## src/hdl/gcps_pkg.sv

```systemverilog
// Package for the gravity compensated pitch solver.
// Field widths, register defaults, controller/datapath command and status types.
// Used by every other file of the block.
package gcps_pkg;

  localparam int DIST_W   = 15;
  localparam int HEIGHT_W = 15;
  localparam int SPEED_W  = 16;
  localparam int PITCH_W  = 18;
  localparam int ITER_W   = 4;

  localparam int GRAV_W   = 14;
  localparam int TOL_W    = 10;
  localparam int CFG_W    = 14;
  localparam int CFG_IDX_W = 2;

  localparam logic [CFG_IDX_W-1:0] CFG_GRAVITY  = 2'd0;
  localparam logic [CFG_IDX_W-1:0] CFG_TOLERANCE = 2'd1;
  localparam logic [CFG_IDX_W-1:0] CFG_MAX_ITER = 2'd2;

  localparam logic [GRAV_W-1:0] GRAVITY_RST  = 14'd9789;
  localparam logic [TOL_W-1:0]  TOLERANCE_RST = 10'd10;
  localparam logic [ITER_W-1:0] MAX_ITER_RST = 4'd10;

  localparam int ANGLE_FRAC_BITS_DEF = 16;

  localparam logic [DIST_W-1:0]  DIST_MIN  = 15'd100;
  localparam logic [SPEED_W-1:0] SPEED_MIN = 16'd1000;

  localparam int AIM_W = 25;
  localparam logic signed [AIM_W-1:0] AIM_LIMIT = 25'sd16777215;

  localparam int MUL_STEPS = GRAV_W;
  localparam int DIV_STEPS = 44;
  localparam int COR_STEPS = 30;
  localparam int CNT_W     = 6;

  localparam int COR_PRESHIFT = 20;
  localparam int COR_W        = 48;
  localparam int ANG_W        = 33;

  typedef struct packed {
    logic [GRAV_W-1:0] gravity;
    logic [TOL_W-1:0]  tolerance;
    logic [ITER_W-1:0] max_iter;
  } cfg_t;

  typedef struct packed {
    logic             load;
    logic             square;
    logic             mul_init;
    logic             mul_step;
    logic             div_init;
    logic             div_step;
    logic             update;
    logic             cor_init;
    logic             cor_step;
    logic             round;
    logic             emit;
    logic [CNT_W-1:0] idx;
  } cmd_t;

  typedef struct packed {
    logic stop;
    logic zero_limit;
  } status_t;

  function automatic logic signed [ANG_W-1:0] atan_q30(input logic [4:0] i);
    logic [ANG_W-1:0] one;
    one = ANG_W'(1);
    case (i)
      5'd0:    atan_q30 = 33'sd843314857;
      5'd1:    atan_q30 = 33'sd497837829;
      5'd2:    atan_q30 = 33'sd263043837;
      5'd3:    atan_q30 = 33'sd133525159;
      5'd4:    atan_q30 = 33'sd67021687;
      5'd5:    atan_q30 = 33'sd33543516;
      5'd6:    atan_q30 = 33'sd16775851;
      5'd7:    atan_q30 = 33'sd8388437;
      5'd8:    atan_q30 = 33'sd4194283;
      5'd9:    atan_q30 = 33'sd2097149;
      default: atan_q30 = signed'(one << (5'd30 - i));
    endcase
  endfunction

endpackage

```

## src/hdl/gcps_in_if.sv

```systemverilog
// Request channel of the pitch solver: valid/ready plus the request fields.
// Depends on gcps_pkg.
interface gcps_in_if import gcps_pkg::*; ();
  logic                       valid;
  logic                       ready;
  logic [DIST_W-1:0]          distance_mm;
  logic signed [HEIGHT_W-1:0] height_mm;
  logic [SPEED_W-1:0]         speed_mm_s;

  modport source (output valid, distance_mm, height_mm, speed_mm_s, input ready);
  modport sink (input valid, distance_mm, height_mm, speed_mm_s, output ready);
endinterface

```

## src/hdl/gcps_out_if.sv

```systemverilog
// Result channel of the pitch solver: valid/ready plus the result fields.
// Depends on gcps_pkg.
interface gcps_out_if import gcps_pkg::*; ();
  logic                      valid;
  logic                      ready;
  logic signed [PITCH_W-1:0] pitch_angle;
  logic [ITER_W-1:0]         iterations_used;
  logic                      converged;

  modport source (output valid, pitch_angle, iterations_used, converged, input ready);
  modport sink (input valid, pitch_angle, iterations_used, converged, output ready);
endinterface

```

## src/hdl/gcps_ctrl.sv

```systemverilog
// Sequencer of the pitch solver: steps the datapath through each pass and CORDIC.
// Depends on gcps_pkg.
module gcps_ctrl import gcps_pkg::*; (
  input  logic    clk_i,
  input  logic    rst_ni,
  input  logic    in_valid_i,
  output logic    in_ready_o,
  output logic    out_valid_o,
  input  logic    out_ready_i,
  input  status_t status_i,
  output cmd_t    cmd_o
);

  typedef enum logic [3:0] {
    S_IDLE, S_SQUARE, S_MINIT, S_MUL, S_DINIT, S_DIV, S_UPDATE, S_CHECK,
    S_CINIT, S_COR, S_ROUND, S_FIN
  } state_e;

  state_e           state_q;
  logic [CNT_W-1:0] cnt_q;
  logic             out_valid_q;
  logic             accept;
  logic             slot_free;

  assign in_ready_o  = (state_q == S_IDLE);
  assign out_valid_o = out_valid_q;
  assign accept      = in_valid_i && (state_q == S_IDLE);
  assign slot_free   = !out_valid_q || out_ready_i;

  always_comb begin
    cmd_o          = '0;
    cmd_o.idx      = cnt_q;
    cmd_o.load     = accept;
    cmd_o.square   = (state_q == S_SQUARE);
    cmd_o.mul_init = (state_q == S_MINIT);
    cmd_o.mul_step = (state_q == S_MUL);
    cmd_o.div_init = (state_q == S_DINIT);
    cmd_o.div_step = (state_q == S_DIV);
    cmd_o.update   = (state_q == S_UPDATE);
    cmd_o.cor_init = (state_q == S_CINIT);
    cmd_o.cor_step = (state_q == S_COR);
    cmd_o.round    = (state_q == S_ROUND);
    cmd_o.emit     = (state_q == S_FIN) && slot_free;
  end

  always_ff @(posedge clk_i or negedge rst_ni) begin
    if (!rst_ni) begin
      state_q     <= S_IDLE;
      cnt_q       <= '0;
      out_valid_q <= 1'b0;
    end else begin
      if (cmd_o.emit) out_valid_q <= 1'b1;
      else if (out_ready_i) out_valid_q <= 1'b0;
      case (state_q)
        S_IDLE: begin
          if (accept) state_q <= status_i.zero_limit ? S_FIN : S_SQUARE;
        end
        S_SQUARE: state_q <= S_MINIT;
        S_MINIT: begin
          cnt_q   <= '0;
          state_q <= S_MUL;
        end
        S_MUL: begin
          cnt_q <= cnt_q + 1'b1;
          if (cnt_q == CNT_W'(MUL_STEPS - 1)) state_q <= S_DINIT;
        end
        S_DINIT: begin
          cnt_q   <= '0;
          state_q <= S_DIV;
        end
        S_DIV: begin
          cnt_q <= cnt_q + 1'b1;
          if (cnt_q == CNT_W'(DIV_STEPS - 1)) state_q <= S_UPDATE;
        end
        S_UPDATE: state_q <= S_CHECK;
        S_CHECK: state_q <= status_i.stop ? S_CINIT : S_SQUARE;
        S_CINIT: begin
          cnt_q   <= '0;
          state_q <= S_COR;
        end
        S_COR: begin
          cnt_q <= cnt_q + 1'b1;
          if (cnt_q == CNT_W'(COR_STEPS - 1)) state_q <= S_ROUND;
        end
        S_ROUND: state_q <= S_FIN;
        S_FIN: begin
          if (slot_free) state_q <= S_IDLE;
        end
        default: state_q <= S_IDLE;
      endcase
    end
  end

endmodule

```

## src/hdl/gcps_dp.sv

```systemverilog
// Datapath of the pitch solver: drop multiply/divide, aim update, CORDIC, result word.
// Depends on gcps_pkg; driven by gcps_ctrl.
module gcps_dp import gcps_pkg::*; #(
  parameter int ANGLE_FRAC_BITS = ANGLE_FRAC_BITS_DEF
) (
  input  logic                       clk_i,
  input  cfg_t                       cfg_i,
  input  cmd_t                       cmd_i,
  output status_t                    status_o,
  input  logic [DIST_W-1:0]          distance_mm_i,
  input  logic signed [HEIGHT_W-1:0] height_mm_i,
  input  logic [SPEED_W-1:0]         speed_mm_s_i,
  output logic signed [PITCH_W-1:0]  pitch_angle_o,
  output logic [ITER_W-1:0]          iterations_used_o,
  output logic                       converged_o
);

  localparam int SH = 30 - ANGLE_FRAC_BITS;

  logic [DIST_W-1:0]          d_q;
  logic signed [HEIGHT_W-1:0] h_q;
  logic [32:0]                den_q;
  logic [29:0]                dd_q;
  logic signed [AIM_W-1:0]    y_q, last_y_q;
  logic [47:0]                ysq_q;
  logic [48:0]                mc_q;
  logic [62:0]                acc_q;
  logic [32:0]                rem_q;
  logic [DIV_STEPS-1:0]       nlo_q, q_q;
  logic [ITER_W-1:0]          passes_q;
  logic                       conv_q, stop_q;
  logic signed [COR_W-1:0]    x_q, w_q;
  logic signed [ANG_W-1:0]    z_q;
  logic signed [PITCH_W-1:0]  pitch_q;
  logic signed [PITCH_W-1:0]  pitch_out_q;
  logic [ITER_W-1:0]          iter_out_q;
  logic                       conv_out_q;

  logic [DIST_W-1:0]       d_cl;
  logic [SPEED_W-1:0]      v_cl;
  logic [AIM_W-1:0]        ay;
  logic [63:0]             n_full;
  logic [33:0]             r2;
  logic                    qbit;
  logic signed [45:0]      target, dy, ady;
  logic signed [AIM_W-1:0] y_sat;
  logic [ITER_W-1:0]       passes_inc;
  logic                    conv_now;
  logic signed [COR_W-1:0] xs, ws;
  logic signed [ANG_W-1:0] ang;
  logic signed [ANG_W:0]   z_rnd, z_sh;

  assign d_cl   = (distance_mm_i < DIST_MIN) ? DIST_MIN : distance_mm_i;
  assign v_cl   = (speed_mm_s_i < SPEED_MIN) ? SPEED_MIN : speed_mm_s_i;
  assign ay     = y_q[AIM_W-1] ? AIM_W'(-y_q) : AIM_W'(y_q);
  assign n_full = {1'b0, acc_q} + {32'd0, den_q[32:1]};
  assign r2     = {rem_q, nlo_q[DIV_STEPS-1]};
  assign qbit   = (r2 >= {1'b0, den_q});

  assign target     = 46'(h_q) + signed'({2'b00, q_q});
  assign dy         = target - 46'(y_q);
  assign ady        = dy[45] ? -dy : dy;
  assign conv_now   = (ady < signed'(46'(cfg_i.tolerance)));
  assign passes_inc = passes_q + 1'b1;
  always_comb begin
    if (target > 46'(AIM_LIMIT))       y_sat = AIM_LIMIT;
    else if (target < -46'(AIM_LIMIT)) y_sat = -AIM_LIMIT;
    else                               y_sat = target[AIM_W-1:0];
  end

  assign xs    = x_q >>> cmd_i.idx[4:0];
  assign ws    = w_q >>> cmd_i.idx[4:0];
  assign ang   = atan_q30(cmd_i.idx[4:0]);
  assign z_rnd = (ANG_W+1)'(z_q) + ((ANG_W+1)'(1) <<< (SH - 1));
  assign z_sh  = z_rnd >>> SH;

  assign status_o.stop       = stop_q;
  assign status_o.zero_limit = (cfg_i.max_iter == '0);

  assign pitch_angle_o     = pitch_out_q;
  assign iterations_used_o = iter_out_q;
  assign converged_o       = conv_out_q;

  always_ff @(posedge clk_i) begin
    if (cmd_i.load) begin
      d_q      <= d_cl;
      h_q      <= height_mm_i;
      y_q      <= AIM_W'(height_mm_i);
      dd_q     <= 30'(d_cl) * 30'(d_cl);
      den_q    <= {32'(v_cl) * 32'(v_cl), 1'b0};
      passes_q <= '0;
      conv_q   <= 1'b0;
      stop_q   <= 1'b0;
      pitch_q  <= '0;
    end
    if (cmd_i.square) ysq_q <= 48'(ay[23:0]) * 48'(ay[23:0]);
    if (cmd_i.mul_init) begin
      mc_q  <= 49'(dd_q) + 49'(ysq_q);
      acc_q <= '0;
    end
    if (cmd_i.mul_step && cfg_i.gravity[cmd_i.idx[3:0]])
      acc_q <= acc_q + (63'(mc_q) << cmd_i.idx[3:0]);
    if (cmd_i.div_init) begin
      rem_q <= 33'(n_full[63:DIV_STEPS]);
      nlo_q <= n_full[DIV_STEPS-1:0];
      q_q   <= '0;
    end
    if (cmd_i.div_step) begin
      rem_q <= qbit ? 33'(r2 - {1'b0, den_q}) : r2[32:0];
      nlo_q <= {nlo_q[DIV_STEPS-2:0], 1'b0};
      q_q   <= {q_q[DIV_STEPS-2:0], qbit};
    end
    if (cmd_i.update) begin
      last_y_q <= y_q;
      y_q      <= y_sat;
      passes_q <= passes_inc;
      conv_q   <= conv_now;
      stop_q   <= conv_now || (passes_inc == cfg_i.max_iter);
    end
    if (cmd_i.cor_init) begin
      x_q <= COR_W'(d_q) <<< COR_PRESHIFT;
      w_q <= COR_W'(last_y_q) <<< COR_PRESHIFT;
      z_q <= '0;
    end
    if (cmd_i.cor_step) begin
      if (!w_q[COR_W-1]) begin
        x_q <= x_q + ws;
        w_q <= w_q - xs;
        z_q <= z_q + ang;
      end else begin
        x_q <= x_q - ws;
        w_q <= w_q + xs;
        z_q <= z_q - ang;
      end
    end
    if (cmd_i.round) pitch_q <= z_sh[PITCH_W-1:0];
    if (cmd_i.emit) begin
      pitch_out_q <= pitch_q;
      iter_out_q  <= passes_q;
      conv_out_q  <= conv_q;
    end
  end

endmodule

```

## src/hdl/gravity_compensated_pitch_solver_top.sv

```systemverilog
// Gravity compensated launch pitch solver, top level.
// Depends on gcps_pkg, gcps_in_if, gcps_out_if, gcps_ctrl and gcps_dp.
//
// A request word (distance_mm, height_mm, speed_mm_s) is taken on in_i when
// valid and ready are both high; ready is high only while no request is in
// work. One result word (pitch_angle, iterations_used, converged) leaves on
// out_o for each request.
// Each correction pass runs one square, a shift-add gravity multiply, a
// restoring divider for the drop and the aim update. After the last pass a
// 30-step CORDIC and a rounding step form the pitch. With a pass limit of 0
// the sequencer skips the passes and the CORDIC and goes straight to the result.
// A new request is taken only once the last one has left the sequencer.
// The result sits in an output register; a new request is accepted while it
// waits, and a finished request holds in the sequencer until that register
// frees up. Configuration writes on cfg_we_i are meant for idle time only.
// Reset returns the registers to gravity 9789, tolerance 10, pass limit 10
// and empties the block.
module gravity_compensated_pitch_solver_top import gcps_pkg::*; #(
  parameter int ANGLE_FRAC_BITS = ANGLE_FRAC_BITS_DEF
) (
  input  logic                 clk_i,
  input  logic                 rst_ni,
  gcps_in_if.sink              in_i,
  gcps_out_if.source           out_o,
  input  logic                 cfg_we_i,
  input  logic [CFG_IDX_W-1:0] cfg_idx_i,
  input  logic [CFG_W-1:0]     cfg_data_i
);

  cfg_t    cfg_q;
  cmd_t    cmd;
  status_t status;

  always_ff @(posedge clk_i or negedge rst_ni) begin
    if (!rst_ni) begin
      cfg_q.gravity   <= GRAVITY_RST;
      cfg_q.tolerance <= TOLERANCE_RST;
      cfg_q.max_iter  <= MAX_ITER_RST;
    end else if (cfg_we_i) begin
      case (cfg_idx_i)
        CFG_GRAVITY:   cfg_q.gravity   <= cfg_data_i[GRAV_W-1:0];
        CFG_TOLERANCE: cfg_q.tolerance <= cfg_data_i[TOL_W-1:0];
        CFG_MAX_ITER:  cfg_q.max_iter  <= cfg_data_i[ITER_W-1:0];
        default: ;
      endcase
    end
  end

  gcps_ctrl u_ctrl (
    .clk_i       (clk_i),
    .rst_ni      (rst_ni),
    .in_valid_i  (in_i.valid),
    .in_ready_o  (in_i.ready),
    .out_valid_o (out_o.valid),
    .out_ready_i (out_o.ready),
    .status_i    (status),
    .cmd_o       (cmd)
  );

  gcps_dp #(
    .ANGLE_FRAC_BITS (ANGLE_FRAC_BITS)
  ) u_dp (
    .clk_i             (clk_i),
    .cfg_i             (cfg_q),
    .cmd_i             (cmd),
    .status_o          (status),
    .distance_mm_i     (in_i.distance_mm),
    .height_mm_i       (in_i.height_mm),
    .speed_mm_s_i      (in_i.speed_mm_s),
    .pitch_angle_o     (out_o.pitch_angle),
    .iterations_used_o (out_o.iterations_used),
    .converged_o       (out_o.converged)
  );

endmodule
```

## src/flat_wrapper.sv

```systemverilog
// flat-port wrapper written by rule: the top's interface ports become plain ports
module gravity_compensated_pitch_solver_top_flat import gcps_pkg::*;
#(
  parameter int ANGLE_FRAC_BITS = ANGLE_FRAC_BITS_DEF
)
  (clk_i, rst_ni, cfg_we_i, cfg_idx_i, cfg_data_i, in_i_valid, in_i_distance_mm, in_i_height_mm, in_i_speed_mm_s, in_i_ready, out_o_valid, out_o_pitch_angle, out_o_iterations_used, out_o_converged, out_o_ready);
  gcps_in_if in_i_i ();
  gcps_out_if out_o_i ();
  input  logic clk_i;
  input  logic rst_ni;
  input  logic cfg_we_i;
  input  logic [CFG_IDX_W-1:0] cfg_idx_i;
  input  logic [CFG_W-1:0] cfg_data_i;
  input wire logic [$bits(in_i_i.valid)-1:0] in_i_valid;
  input wire logic [$bits(in_i_i.distance_mm)-1:0] in_i_distance_mm;
  input wire logic [$bits(in_i_i.height_mm)-1:0] in_i_height_mm;
  input wire logic [$bits(in_i_i.speed_mm_s)-1:0] in_i_speed_mm_s;
  output wire logic [$bits(in_i_i.ready)-1:0] in_i_ready;
  output wire logic [$bits(out_o_i.valid)-1:0] out_o_valid;
  output wire logic [$bits(out_o_i.pitch_angle)-1:0] out_o_pitch_angle;
  output wire logic [$bits(out_o_i.iterations_used)-1:0] out_o_iterations_used;
  output wire logic [$bits(out_o_i.converged)-1:0] out_o_converged;
  input wire logic [$bits(out_o_i.ready)-1:0] out_o_ready;
  assign in_i_i.valid = in_i_valid;
  assign in_i_i.distance_mm = in_i_distance_mm;
  assign in_i_i.height_mm = in_i_height_mm;
  assign in_i_i.speed_mm_s = in_i_speed_mm_s;
  assign in_i_ready = in_i_i.ready;
  assign out_o_valid = out_o_i.valid;
  assign out_o_pitch_angle = out_o_i.pitch_angle;
  assign out_o_iterations_used = out_o_i.iterations_used;
  assign out_o_converged = out_o_i.converged;
  assign out_o_i.ready = out_o_ready;
  gravity_compensated_pitch_solver_top #(.ANGLE_FRAC_BITS(ANGLE_FRAC_BITS)) u_core (.clk_i(clk_i), .rst_ni(rst_ni), .in_i(in_i_i), .out_o(out_o_i), .cfg_we_i(cfg_we_i), .cfg_idx_i(cfg_idx_i), .cfg_data_i(cfg_data_i));
endmodule
```

## config.mk

```make
export PLATFORM = sky130hd
export DESIGN_NAME = gravity_compensated_pitch_solver_top_flat
export DESIGN_NICKNAME = d
export VERILOG_FILES = /design/src/hdl/gcps_pkg.sv /design/src/hdl/gcps_in_if.sv /design/src/hdl/gcps_out_if.sv /design/src/hdl/gcps_ctrl.sv /design/src/hdl/gcps_dp.sv /design/src/hdl/gravity_compensated_pitch_solver_top.sv /design/src/flat_wrapper.sv
export SDC_FILE = /design/constraint.sdc
export NUM_CORES = 2
export LEC_CHECK = 0
export BUFFER_PORTS_ARGS = -buffer_cell sky130_fd_sc_hd__buf_2
export CORE_AREA = 2 2 637 386
export CTS_BUF_LIST = sky130_fd_sc_hd__clkbuf_8
export CTS_CLUSTER_DIAMETER = 80
export DETAILED_ROUTE_END_ITERATION = 7
export DIE_AREA = 0 0 639 388
export PLACE_DENSITY_LB_ADDON = 0.12
export SLEW_MARGIN = 30
export SYNTH_ARGS = -nofsm -noshare
export SYNTH_HDL_FRONTEND = slang
export SYNTH_SLANG_ARGS = --single-unit
```

## constraint.sdc

```tcl
create_clock -name clk_i -period 11.1 [get_ports clk_i]
set_input_delay 0.555 -clock clk_i [delete_from_list [all_inputs] [get_ports clk_i]]
set_output_delay 0.555 -clock clk_i [all_outputs]
set_load 0.03 [all_outputs]
```

==> results.json <==
{
  "cp-start-kind": "register",
  "synthDistinctLibCells": 108,
  "num_vias": 68600,
  "slew_headroom": 0.207,
  "drc_errors": 2,
  "synth.avg_cell_area_sq_um": 9.19,
  "clock_skew_ns": 0.0687,
  "routed_via_density": 5.49,
  "dp_worst_setup_slack_ns": 0.497,
  "hold_viol": 0,
  "grt_overflow": 0,
  "die_h_um": 388,
  "dr_wl_met2_mm": 103,
  "grt_use_total": 0.225,
  "maxSlewViolCount": 0,
  "dr.pass1.iters": 8,
  "cts_buffers": 112,
  "path_max_fanout": 7,
  "setup_viol": 0,
  "wl_met3_mm": 24.5,
  "endpoint_kind": "register",
  "yosys_warnings": 0,
  "top_layer": "met5",
  "cp_common_cell": "fa_1",
  "synthToLayoutAreaGrowth_pct": 8.31,
  "dp_hpwl_mm": 228,
  "cts-root-buf": "clkbuf_8",
  "nets": 10700,
  "status": "complete, but fails checks",
  "hp-start": "cfg_data_i[9]",
  "holdCritPathClass": "in -> reg",
  "port_buffers": 91,
  "drt_first_iter_violations": 6687,
  "worstMarginPinSlew_ns": 1.18,
  "grt_start_max_net_pins": 158,
  "synth_cells": 9180,
  "ant_nets": 0,
  "synth-seq-cells": 633,
  "synth_seq_area_share": 0.223,
  "worstPathRequired_ns": 11.67,
  "worstSetupPathType": "reg -> reg",
  "timing.final.ws_setup_ns": 0.595,
  "cp.arrival_ns": 11.08,
  "syn_nets": 10700,
  "max-cap-violations": 0,
  "coreArea_sq_mm": 0.242,
  "clk_latency_ns": 0.85,
  "violations": "DRC",
  "max_freq_mhz": 95.2,
  "critPathLaunch": "u_core.u_dp.y_q[1]",
  "final_cell_mix": "1136 x inv_1, 827 x nand2_1, 814 x nor2_1",
  "dieArea_sq_mm": 0.248,
  "cts_tree": "done",
  "period_share": 0.946,
  "m1WireLength_mm": 153,
  "grt_pass1_wl_mm": 427,
  "routedWlPerCell_um": 22.7,
  "finalSetupTns_ns": 0,
  "final_common_cell": "inv_1",
  "die_w_um": 639,
  "synth-main-ff-cell": "edfxtp_1",
  "cts_sinks": 633,
  "grt_antenna_before_repair": 14,
  "ios": 92,
  "slowest_delay_ns": 0.56,
  "cp_slowest_cell": "fa_1",
  "clk_pin_slew_ns": 0.07,
  "start_util": 0.349,
  "drive_above_1_share": 0.0806,
  "grt_pass1_vias": 65700,
  "rsz0062_at_grt": "false",
  "gp_congestion": 0.927,
  "wirelength_mm": 283,
  "period_needed_ns": 10.50,
  "reg2reg_slack_ns": 0.60,
  "synth_edf_count": 593,
  "syn-cell-area_sq_mm": 0.0843,
  "ctsLongestPathBuffers": 3,
  "async_reset_ff_frac": 0.0616,
  "reg2reg_from": "u_core.u_dp.y_q[1]",
  "h-tree-depth": 3,
  "placementRows": 140
}
sequential cells by signal, summed over array words and instances (netlist names), 15 cells and up:
| name | flops |
|---|---|
| u_core.u_dp.d_q | 15 |
| u_core.u_dp.w_q | 48 |
| u_core.u_dp.y_q | 25 |
| u_core.u_dp.den_q | 31 |
| u_core.u_dp.mc_q | 49 |
| u_core.u_dp.ysq_q | 47 |
| u_core.u_dp.z_q | 32 |
| u_core.u_dp.q_q | 44 |
| u_core.u_dp.rem_q | 33 |
| u_core.u_dp.acc_q | 63 |
| u_core.u_dp.nlo_q | 44 |
| u_core.u_dp.x_q | 48 |
| u_core.u_dp.pitch_angle_o | 18 |
| u_core.u_dp.pitch_q | 18 |
| u_core.u_dp.last_y_q | 25 |
| u_core.u_dp.h_q | 15 |
| u_core.u_dp.dd_q | 28 |
| u_core.cfg_q | 28 |
cells by family after synthesis:
kind of cell               Yosys count  synth area share
muxes                              335            0.0641
adders and majority gates         1478             0.285
buffers and inverters             1459            0.0661
AOI/OAI and AO/OA                 1877             0.142
xor gates and xnor gates           611            0.0637
DFF                                633             0.223
and+or+nand+nor                   2787             0.157
Yosys cell counts (82+ instances only):
library cell,number,area share
inv_1,1110,0.049
nand2_1,827,0.037
nor2_1,819,0.036
ha_1,744,0.11
fa_1,734,0.17
edfxtp_1,593,0.21
a21oi_1,522,0.031
o21ai_0,413,0.025
xnor2_1,366,0.038
clkbuf_1,269,0.012
xor2_1,244,0.025
and2_1,228,0.017
a21o_1,212,0.019
nand3_1,175,0.010
mux4_2,156,0.042
nor3_1,155,0.0092
and3_1,117,0.0087
a31oi_1,115,0.0085
nor2b_1,101,0.0075
mux2i_1,97,0.012
o21a_1,85,0.0076
mux2_2,82,0.011
nand2b_1,82,0.0061
final timing paths:
kind / endpoint / cells past startpoint
max: u_core.u_dp.ysq_q[45] / 35
min: u_core.cfg_q[13] / 2
max in group asynchronous: u_core.u_ctrl.cnt_q[4] / 2
max reg2reg: u_core.u_dp.ysq_q[45] / 35
min reg2reg: u_core.u_dp.pitch_angle_o[11] / 0
min in group asynchronous: u_core.cfg_q[0] / 2
per-stage QoR:
step | utilization | std cells | instance area (sq um) | hold WS [ns]
5_1_grt | 0.378 | 12500 | 91300 | 0.0299
4_1_cts | 0.378 | 12500 | 91200 | 0.0145
3_3_place_gp | 0.367 | 12200 | 88600 | 0.411
3_5_place_dp | 0.367 | 12200 | 88600 | 0.405
2_1_floorplan | - | 9180 | 84300 | 0.259
6_report | 0.378 | 12500 | 91300 | 0.0811
metal layers:
metal	up-vias	global-route usage
li1	31900	-
met1	34100	0.384
met2	2397	0.284
met3	204	0.0471
met4	2	0.0272
met5	-	0
what timing repair did:
item / 4_1_cts / 5_1_grt
hold buffers: 26 / 0
buffers inserted: 0 / 2
resized for setup: 0 / 5
endpoints found under the setup margin: 0 / 6
hold endpoints to repair: 67 / 0
cell type report:
class,instances,area (sq um)
diodes,4,10.0
clock buffers,120,1650
clock inverters,90,704
fillers,24400,150000
inverters,1115,4200
multi-input cells,7088,60100
flip-flops and latches,633,18800
well taps,3195,4000
repair buffers,245,1810
worst max-delay path, delay by kind of cell (launching register included):
kind | cells | cell delay (ns)
adder cells (fa/ha/maj) | 9 | 4.51
AO/OA/AOI/OAI | 11 | 2.38
AND/OR/NAND/NOR | 7 | 1.68
XOR/XNOR | 2 | 0.60
buffers and inverters | 6 | 0.58
flip-flops | 1 | 0.49
Power is left out: the tool's default activity adds up to more than one toggle a clock period on the data nets, which glitch-free logic cannot reach.
